File: src/sv/sphc_pkg.sv
// Shared types and constants for the stepper pulse and homing controller.
// No dependencies; used by the top level and the port checker.
package sphc_pkg;

    localparam int WINDOW_LEN = 8;
    localparam int WIN_IDX_W  = $clog2(WINDOW_LEN);
    localparam int PRE_CNT_W  = $clog2(WINDOW_LEN + 1);

    localparam int STEP_W     = 20;
    localparam int COUNT_W    = 21;
    localparam int HALF_W     = 16;
    localparam int TIMER_W    = 17;
    localparam int CFG_IDX_W  = 2;

    localparam logic [STEP_W-1:0] MAX_STEPS_RST   = 20'd55000;
    localparam logic [HALF_W-1:0] HALF_PERIOD_RST = 16'd200;

    localparam logic [1:0] ACT_TICK = 2'd0;
    localparam logic [1:0] ACT_MOVE = 2'd1;
    localparam logic [1:0] ACT_HOME = 2'd2;

    localparam logic [CFG_IDX_W-1:0] REG_MAX_STEPS   = 2'd0;
    localparam logic [CFG_IDX_W-1:0] REG_HALF_PERIOD = 2'd1;
    localparam logic [CFG_IDX_W-1:0] REG_HOME_DIR    = 2'd2;

    typedef enum logic [1:0] {
        MODE_IDLE,
        MODE_MOVE,
        MODE_HPRE,
        MODE_HRUN
    } mode_t;

endpackage

File: src/sv/stepper_pulse_homing_controller_top.sv
// Results: one result beat per input beat, registered on acceptance.
// Throughput: one beat per cycle; a new beat is taken whenever the output register is
// empty or drained in the same cycle, and a stalled result holds the input (all
// decisions are combinational).
// Reset (aresetn low, synchronous): idle, position and counts zero, window all
// ones, registers 55000 / 200 / 0, no result pending.
// Depends on sphc_pkg.
module stepper_pulse_homing_controller_top (
    input  logic                            aclk,
    input  logic                            aresetn,
    input  logic                            cfg_wr_en,
    input  logic [sphc_pkg::CFG_IDX_W-1:0]  cfg_index,
    input  logic [sphc_pkg::STEP_W-1:0]     cfg_wdata,
    input  logic                            s_valid,
    output logic                            s_ready,
    input  logic [1:0]                      s_action,
    input  logic [sphc_pkg::STEP_W-1:0]     s_step_request,
    input  logic                            s_limit_level,
    output logic                            m_valid,
    input  logic                            m_ready,
    output logic                            m_pulse_out,
    output logic                            m_dir_out,
    output logic                            m_busy_res,
    output logic                            m_done_res,
    output logic [sphc_pkg::COUNT_W-1:0]    m_steps_done,
    output logic [sphc_pkg::STEP_W-1:0]     m_position
);

    // configuration
    logic [sphc_pkg::STEP_W-1:0] max_steps_reg;
    logic [sphc_pkg::HALF_W-1:0] half_period_reg;
    logic                        home_dir_reg;

    // operation state
    sphc_pkg::mode_t                mode_reg, mode_next;
    logic [sphc_pkg::STEP_W-1:0]    position_reg, position_next;
    logic [sphc_pkg::COUNT_W-1:0]   pulse_cnt_reg, pulse_cnt_next;
    logic [sphc_pkg::STEP_W-1:0]    target_reg, target_next;
    logic [sphc_pkg::TIMER_W-1:0]   timer_reg, timer_next;
    logic                           pulse_reg, pulse_next;
    logic                           dir_reg, dir_next;
    logic [sphc_pkg::WINDOW_LEN-1:0] window_reg, window_next;
    logic [sphc_pkg::PRE_CNT_W-1:0] pre_cnt_reg, pre_cnt_next;
    logic [sphc_pkg::WIN_IDX_W-1:0] wr_idx_reg, wr_idx_next;

    // result register
    logic                           m_valid_reg;
    logic                           pulse_out_reg, dir_out_reg, busy_reg, done_reg;
    logic [sphc_pkg::COUNT_W-1:0]   steps_done_reg;
    logic [sphc_pkg::STEP_W-1:0]    position_out_reg;

    logic accept, busy, tick_run, timer_run, fall_ev, decide_ev;
    logic start_move, start_home;
    logic move_ok, pre_ok, home_ok, window_any;
    logic do_move_pulse, do_presample, do_home_pulse, finish;

    assign s_ready = !m_valid_reg || m_ready;
    assign accept  = s_valid && s_ready;
    assign busy    = (mode_reg != sphc_pkg::MODE_IDLE);

    // decision flags
    always_comb begin
        window_any = |window_reg;
        tick_run   = accept && (s_action == sphc_pkg::ACT_TICK) && busy;
        timer_run  = (timer_reg > sphc_pkg::TIMER_W'(1));
        fall_ev    = tick_run && !timer_run && pulse_reg;
        decide_ev  = tick_run && !timer_run && !pulse_reg;
        start_move = accept && (s_action == sphc_pkg::ACT_MOVE) && !busy;
        start_home = accept && (s_action == sphc_pkg::ACT_HOME) && !busy;

        move_ok = (pulse_cnt_reg < {1'b0, target_reg}) && (position_reg < max_steps_reg);
        pre_ok  = (pre_cnt_reg < sphc_pkg::PRE_CNT_W'(sphc_pkg::WINDOW_LEN));
        home_ok = (pulse_cnt_reg[sphc_pkg::COUNT_W-1:1] < max_steps_reg) && window_any;

        do_move_pulse = decide_ev && (mode_reg == sphc_pkg::MODE_MOVE) && move_ok;
        do_presample  = decide_ev && (mode_reg == sphc_pkg::MODE_HPRE) && pre_ok;
        do_home_pulse = decide_ev && home_ok &&
                        ((mode_reg == sphc_pkg::MODE_HRUN) ||
                         ((mode_reg == sphc_pkg::MODE_HPRE) && !pre_ok));
        finish        = decide_ev && !do_move_pulse && !do_presample && !do_home_pulse;
    end

    // next mode
    always_comb begin
        mode_next = mode_reg;
        priority if (start_move) begin
            mode_next = sphc_pkg::MODE_MOVE;
        end else if (start_home) begin
            mode_next = sphc_pkg::MODE_HPRE;
        end else if (finish) begin
            mode_next = sphc_pkg::MODE_IDLE;
        end else if (do_home_pulse) begin
            mode_next = sphc_pkg::MODE_HRUN;
        end else begin
            mode_next = mode_reg;
        end
    end

    // datapath next values
    always_comb begin
        position_next = position_reg;
        pulse_cnt_next = pulse_cnt_reg;
        target_next   = target_reg;
        timer_next    = timer_reg;
        pulse_next    = pulse_reg;
        dir_next      = dir_reg;
        window_next   = window_reg;
        pre_cnt_next  = pre_cnt_reg;
        wr_idx_next   = wr_idx_reg;

        if (start_move) begin
            dir_next       = ~home_dir_reg;
            target_next    = s_step_request;
            pulse_cnt_next = '0;
            timer_next     = '0;
            pulse_next     = 1'b0;
        end else if (start_home) begin
            dir_next       = home_dir_reg;
            window_next    = '1;
            pre_cnt_next   = '0;
            wr_idx_next    = '0;
            pulse_cnt_next = '0;
            timer_next     = '0;
            pulse_next     = 1'b0;
        end else if (tick_run && timer_run) begin
            timer_next = timer_reg - sphc_pkg::TIMER_W'(1);
        end else if (fall_ev) begin
            pulse_next = 1'b0;
            timer_next = {1'b0, half_period_reg};
        end else if (do_presample) begin
            window_next[pre_cnt_reg[sphc_pkg::WIN_IDX_W-1:0]] = s_limit_level;
            pre_cnt_next = pre_cnt_reg + sphc_pkg::PRE_CNT_W'(1);
            timer_next   = {half_period_reg, 1'b0};
        end else if (do_move_pulse || do_home_pulse) begin
            pulse_next     = 1'b1;
            timer_next     = {1'b0, half_period_reg};
            pulse_cnt_next = pulse_cnt_reg + sphc_pkg::COUNT_W'(1);
            if (do_move_pulse) begin
                position_next = position_reg + sphc_pkg::STEP_W'(1);
            end else begin
                window_next[wr_idx_reg] = s_limit_level;
                // wrap the write slot at the window length
                wr_idx_next = (wr_idx_reg == sphc_pkg::WIN_IDX_W'(sphc_pkg::WINDOW_LEN - 1))
                              ? '0 : wr_idx_reg + sphc_pkg::WIN_IDX_W'(1);
            end
        end else if (finish) begin
            timer_next = '0;
            if (mode_reg != sphc_pkg::MODE_MOVE) begin
                position_next = '0;
            end
        end
    end

    always_ff @(posedge aclk) begin
        if (!aresetn) begin
            max_steps_reg   <= sphc_pkg::MAX_STEPS_RST;
            half_period_reg <= sphc_pkg::HALF_PERIOD_RST;
            home_dir_reg    <= 1'b0;
        end else if (cfg_wr_en) begin
            unique case (cfg_index)
                sphc_pkg::REG_MAX_STEPS:   max_steps_reg   <= cfg_wdata;
                sphc_pkg::REG_HALF_PERIOD: half_period_reg <= cfg_wdata[sphc_pkg::HALF_W-1:0];
                sphc_pkg::REG_HOME_DIR:    home_dir_reg    <= cfg_wdata[0];
                default: ;
            endcase
        end
    end

    always_ff @(posedge aclk) begin
        if (!aresetn) begin
            mode_reg      <= sphc_pkg::MODE_IDLE;
            position_reg  <= '0;
            pulse_cnt_reg <= '0;
            target_reg    <= '0;
            timer_reg     <= '0;
            pulse_reg     <= 1'b0;
            dir_reg       <= 1'b0;
            window_reg    <= '1;
            pre_cnt_reg   <= '0;
            wr_idx_reg    <= '0;
        end else if (accept) begin
            mode_reg      <= mode_next;
            position_reg  <= position_next;
            pulse_cnt_reg <= pulse_cnt_next;
            target_reg    <= target_next;
            timer_reg     <= timer_next;
            pulse_reg     <= pulse_next;
            dir_reg       <= dir_next;
            window_reg    <= window_next;
            pre_cnt_reg   <= pre_cnt_next;
            wr_idx_reg    <= wr_idx_next;
        end
    end

    always_ff @(posedge aclk) begin
        if (!aresetn) begin
            m_valid_reg <= 1'b0;
        end else if (accept) begin
            m_valid_reg <= 1'b1;
        end else if (m_ready) begin
            m_valid_reg <= 1'b0;
        end
    end

    // result beat carries the state after the item
    always_ff @(posedge aclk) begin
        if (accept) begin
            pulse_out_reg    <= pulse_next;
            dir_out_reg      <= dir_next;
            busy_reg         <= (mode_next != sphc_pkg::MODE_IDLE);
            done_reg         <= finish;
            steps_done_reg   <= finish ? pulse_cnt_reg : '0;
            position_out_reg <= position_next;
        end
    end

    assign m_valid      = m_valid_reg;
    assign m_pulse_out  = pulse_out_reg;
    assign m_dir_out    = dir_out_reg;
    assign m_busy_res   = busy_reg;
    assign m_done_res   = done_reg;
    assign m_steps_done = steps_done_reg;
    assign m_position   = position_out_reg;

endmodule

File: config.mk
export PLATFORM = sky130hd
export DESIGN_NAME = stepper_pulse_homing_controller_top
export DESIGN_NICKNAME = d
export VERILOG_FILES = /design/src/sv/sphc_pkg.sv /design/src/sv/stepper_pulse_homing_controller_top.sv
export SDC_FILE = /design/constraint.sdc
export NUM_CORES = 1
export LEC_CHECK = 0
export ABC_CLOCK_PERIOD_IN_PS = 8620
export BUFFER_PORTS_ARGS = -buffer_cell sky130_fd_sc_hd__buf_2
export CORE_UTILIZATION = 35
export DETAILED_ROUTE_END_ITERATION = 8
export PLACE_DENSITY_LB_ADDON = 0.2
export RECOVER_POWER = 100
export SYNTH_ARGS = -nofsm -noshare
export SYNTH_HDL_FRONTEND = slang
export SYNTH_SLANG_ARGS = --single-unit
File: constraint.sdc
create_clock -name aclk -period 8.62 [get_ports aclk]
set_input_delay 1.724 -clock aclk [delete_from_list [all_inputs] [get_ports aclk]]
set_output_delay 1.724 -clock aclk [all_outputs]
set_load 0.02 [all_outputs]
# Word level (Yosys, flattened, before mapping)
# Index checks and enable logic that the tools add are counted.
# Widths: inputs -> output; s select.
# classes
bitwise	2
n_eq_ne	17
shifts	0
mul	0
magnitude_cmp	9
n_reduce_logical	56
n_mux	59
addsub	5
n_div	0
# op_table
op	count
$mux 20	9
$mux 21	6
$mux 17	7
$mux 8	6
$lt 20x20->1	2
$logic_and 1x1->1	25
$add 21x1->21 const B	1
$lt 21x20->1	1
$mux 3	7
$add 20x1->20 const B	1
$gt 17x1->1 const B	1
$sub 17x1->17 const B	1
$bwmux 8	2
$mux 4	4
$mux 1	12
$reduce_and 2->1	5
$reduce_and 5->1	2
$reduce_bool 2->1	5
$eq 2x2->1 const B	4
$logic_not 1->1	8
$lt 3x4->1 const B	2
$mux 2	4
$reduce_or 8->1	1
$reduce_and 7->1	1
other kinds (18)	31
# totals
in_bits	50
rom_bits	0
memories	0
reg_bits	180
word_cells	168
out_inout_bits	47
mem_bits_rw	0
latch_bits	0

# Logic depth before layout (Yosys ltp)
# logic_depth
depth_word	20
ltp_mapped	12
ltp_nobuf	10

# Least setup slack after synthesis
# No wires, ideal clock.
# synth_timing
kind	input port to flip-flop
startpoint	input port m_ready
endpoint	register timer_reg[11] in the netlist's numbering
setup_slack_ns	3.640
t_arrival_ns	4.922
n_path_buf	2
setup_time_ns	0.059
cell_stages	10
t_required_ns	8.561
path_cell_list	nand2b_1 -> and2_1 -> clkbuf_1 -> nand3b_1 -> nor2_1 -> clkbuf_1 -> a21oi_1 -> a311oi_1 -> a21oi_1 -> nand2_1
# synth_between
elab_chain_cells	15
elab_cells_between_ends	33
cone_classes	mux (6); reduce/logical (27)
# synth_rtl
element	line_no	rtl
start: declaration	stepper_pulse_homing_controller_top.sv:20	input logic m_ready,
$logic_or 1x1->1 (*)	stepper_pulse_homing_controller_top.sv:57	assign s_ready = !m_valid_reg || m_ready;
$logic_and 1x1->1 (*)	stepper_pulse_homing_controller_top.sv:58	assign accept = s_valid && s_ready;
via accept	stepper_pulse_homing_controller_top.sv:52	logic accept, busy, tick_run, timer_run, fall_ev, decide_ev;
$logic_and 1x1->1 (2 in series)	stepper_pulse_homing_controller_top.sv:64	tick_run = accept && (s_action == sphc_pkg::ACT_TICK) && busy;
$logic_and 1x1->1	stepper_pulse_homing_controller_top.sv:66, stepper_pulse_homing_controller_top.sv:67	
$logic_and 1x1->1	stepper_pulse_homing_controller_top.sv:67	decide_ev = tick_run && !timer_run && !pulse_reg;
$logic_and 1x1->1 (on tied branches) (2 in series)	stepper_pulse_homing_controller_top.sv:75, stepper_pulse_homing_controller_top.sv:77	
$logic_or 1x1->1	stepper_pulse_homing_controller_top.sv:134	end else if (do_move_pulse || do_home_pulse) begin
$mux 17	stepper_pulse_homing_controller_top.sv:134	
$mux 17	stepper_pulse_homing_controller_top.sv:130	end else if (do_presample) begin
$mux 17	stepper_pulse_homing_controller_top.sv:127	end else if (fall_ev) begin
$mux 17	stepper_pulse_homing_controller_top.sv:125	end else if (tick_run && timer_run) begin
$mux 17	stepper_pulse_homing_controller_top.sv:117	end else if (start_home) begin
$mux 17	stepper_pulse_homing_controller_top.sv:111	if (start_move) begin
end signal: assignment	stepper_pulse_homing_controller_top.sv:186	timer_reg <= timer_next;
end: declaration	stepper_pulse_homing_controller_top.sv:39	logic [sphc_pkg::TIMER_W-1:0] timer_reg, timer_next;
# Mark *: on every way through the listed nets, which the timed path passes. The rest lies on a longest branch.
# A chain may end at the register's enable or synchronous reset.

# Worst setup path after layout
# layout_timing
startpoint	input port m_ready
endpoint	register pulse_cnt_reg[12] in the netlist's numbering
# layout_between
elab_chain_cells	11
elab_cells_between_ends	26
cone_classes	eq/ne (3); mux (2); reduce/logical (21)
# layout_rtl
element	line_no	rtl
$logic_or 1x1->1 (*)	stepper_pulse_homing_controller_top.sv:57	
$logic_and 1x1->1 (*)	stepper_pulse_homing_controller_top.sv:58	
$logic_and 1x1->1 (2 in series)	stepper_pulse_homing_controller_top.sv:64	
$logic_and 1x1->1	stepper_pulse_homing_controller_top.sv:66, stepper_pulse_homing_controller_top.sv:67	
$logic_and 1x1->1	stepper_pulse_homing_controller_top.sv:67	
$logic_and 1x1->1 (on tied branches) (2 in series)	stepper_pulse_homing_controller_top.sv:75, stepper_pulse_homing_controller_top.sv:77	
$logic_or 1x1->1	stepper_pulse_homing_controller_top.sv:134	
$reduce_bool 3->1 (no source line)	n/a	
$reduce_and 5->1 (no source line)	n/a	
end signal: assignment	stepper_pulse_homing_controller_top.sv:184	pulse_cnt_reg <= pulse_cnt_next;
end: declaration	stepper_pulse_homing_controller_top.sv:37	logic [sphc_pkg::COUNT_W-1:0] pulse_cnt_reg, pulse_cnt_next;
# Every way passes the cells marked *; elsewhere a longest branch is shown, timed or not.

==> out/metrics.yaml <==
status:
  status: "finished, violations left"
  violations: "max-capacitance violations, max-slew violations"
pwr:
  ir_worst_vdd_mv: 0.0930
  seqPwrFrac_pct: 49.6
  netSwitchingPower_mw: 0.447
  power_frac_comb_pct: 7.3
  power_frac_clock_pct: 43.2
  p_leak_nw: 4.06
  powerDensity_nw_per_um2: 167
  p_sw_share_pct: 24.7
  power.internal_mw: 1.36
place:
  gp_congestion: 0.843
  pre_cts_ws_ps: 3960
  numPortBuffers: 96
  dp_hpwl_um: 18800
sta:
  finalCritPeriodShare_pct: 69.0
  finalHoldViolCount: 0
  slew_violations: 161
  fmaxAchievable_mhz: 168
  worstMarginPinSlew_ps: 3050
  fin_skew_ps: 12.9
  setup_tns_ps: 0
  fin_ws_ps: 2670
  max_slew_margin_pct: -103
  fin_crit_ps: 5950
  holdWs_ps: 468
  setup_viol: 0
  grt_setup_unrepaired: "no"
floorplan:
  ioPinCount: 97
  fp-row-count: 60
  die_x_um: 168
  die_h_um: 168
  dieArea_um2: 28200
  initial_core_util_pct: 35.7
  core_area_um2: 27000
drt:
  wirelength_um: 25700
  vias: 8152
  detail_route.drc_violations: 0
  drtPass1Iterations: 5
  viasPerCell: 5.40
  drt_iter0_drc: 578
  final_antenna_net_count: 0
  routedWlPerCell_um: 17.0
worst_setup_path:
  startpoint_type: "input pin"
  worstPathMaxFanout: 49
  cp.required_ps: 8960
  endpoint_kind: "flop"
  arrival_ps: 6290
  crit_type: "input pin to flop"
  reg2reg_slack_ps: 3620
final_layout:
  fillers: 2741
  regArea_um2: 4050
  layout-drive-gt1-share_pct: 8.12
  antennaDiodeCount: 0
  layout.nets: 1271
  area_delta_synth_final_pct: 12.5
  multi_input_area_um2: 5140
synth:
  syn-cell-area_um2: 9630
  ys_ff_latch: 180
  synth_cells: 1089
  ys_seq_area_share_pct: 42.1
  syn_area_per_cell_um2: 8.85
  synth_warnings: 0
  synth_fp_nets: 1203
  synth_edf_count: 45
  synthArstFlopShare_pct: 0
  ys_types: 67
  synth_ff_type: "dfxtp_1"
cts:
  cts_resized: 0
  cts_setup_buffers: 0
  cts_made_buffers: 17
  root_buffer: "clkbuf_16"
  clk_latency_ps: 430
  cts.htree.levels: 4
  clkTransAtPathRegs_ps: 70
  cts_tree: "yes"
  postCtsHoldBufs: 0
  clock_sinks: 180
  cts_buffer_depth: 2
global_routing:
  grt_pass1_vias: 7439
  grtUsageTotal_pct: 18.4
  grt_antenna_before_repair: 0
  grt_remaining_overflow: 0
  grt_max_degree: 76
  grt_pass1_wl_um: 40900
  grt_util_met1_pct: 24.8
  met3_usage_pct: 3.03
  gr-usage-met2_pct: 30.4
  top_usage_layer: "met2"
min_path:
  hold_class: "flop to flop"
run:
  cap_violations: 4
[power groups by stage]
| stage | clock network [mW] | registers, mW | logic, mW |
|---|---|---|---|
| after global placement | 0 | 0.916 | 0.135 |
| final | 0.782 | 0.898 | 0.131 |
| after detailed placement | 0 | 0.916 | 0.137 |
| after global routing | 0.828 | 0.900 | 0.146 |
| after floorplan | 0 | 0.928 | 0.0721 |
| after CTS | 0.798 | 0.897 | 0.138 |
[kinds of logic (layout without fill, tap and decap cells)]
logic type	count (synthesis)	in the layout	share of synthesized area (%)
and+or+nand+nor	447	447	23.9
AOI/OAI and AO/OA	266	266	18.7
muxes	19	19	1.99
xor gates and xnor gates	9	9	0.818
adders and majority gates	64	64	8.31
buffers and inverters	104	185	4.22
DFF	180	180	42.1
[cells in the mapped netlist (7+ instances only)]
library cell  instances  area, um2
nand3_1              60        300
a21boi_0             53        398
xor2_1                7       61.3
ha_1                 64        801
o211ai_1             17        128
o311ai_0              8       70.1
nor3_1               14       70.1
or3_1                 7       43.8
o31ai_1              16        120
dfxtp_1             135       2700
or4_1                12       90.1
a21oi_1              55        275
nor2_1               56        210
nand3b_1              7       52.6
edfxtp_1             45       1350
nand4_1              23        144
and3_1               17        106
and2_1               35        219
inv_1                52        195
clkbuf_1             45        169
mux2i_1              18        180
o21ai_0              53        265
nand2_1             164        616
nand2b_1             17        106
[metal layers]
| layer | routed length (um) | up-vias |
|---|---|---|
| met1 | 12300 | 3887 |
| met4 | 365 | 0 |
| met2 | 12100 | 159 |
| met5 | 0 | - |
| met3 | 937 | 22 |
| li1 | - | 4084 |
[cell type report]
cell class | instances | area share (%)
Inverter | 52 | 1.80
Sequential cell | 180 | 37.4
Clock inverter | 12 | 1.19
Multi-Input combinational cell | 805 | 47.4
Clock buffer | 20 | 4.12
Timing Repair Buffer | 101 | 4.11
Tap cell | 341 | 3.94
[worst paths after layout]
check,from,to,cells after the start
worst max-delay path,m_ready,pulse_cnt_reg[12],9
worst min-delay path,max_steps_reg[8],max_steps_reg[8],2
worst max register to register,timer_reg[7],m_position[11],8
worst min register to register,max_steps_reg[8],max_steps_reg[8],2
[through the flow]
stage                     power (mW)  util [%]  cell area [um2]  instances
after floorplan                 1.00         -             9630       1089
after global placement          1.05      38.5            10400       1479
after detailed placement        1.05      38.5            10400       1479
after CTS                       1.83      40.6            11000       1511
after global routing            1.87      40.2            10800       1511
final                           1.81      40.2            10800       1511
[cell usage in the layout (no fill, tap or decap), types with 45 or more instances in the layout]
cell / Yosys / final
a21boi_0: 53 / 53
a21oi_1: 55 / 55
buf_2: 4 / 47
clkbuf_1: 45 / 54
dfxtp_1: 135 / 135
edfxtp_1: 45 / 45
ha_1: 64 / 64
inv_1: 52 / 52
nand2_1: 164 / 165
nand3_1: 60 / 60
nor2_1: 56 / 56
o21ai_0: 53 / 53
[worst max-delay path, stage by stage]
cell	delay [ps]
buf_2	70
nand2b_1	180
and2_2	160
clkbuf_1	1930
nand3b_1	470
nor3_2	590
o21ai_2	360
or4_1	640
a21oi_1	140
No activity file was read; power rests on OpenSTA's default activity.
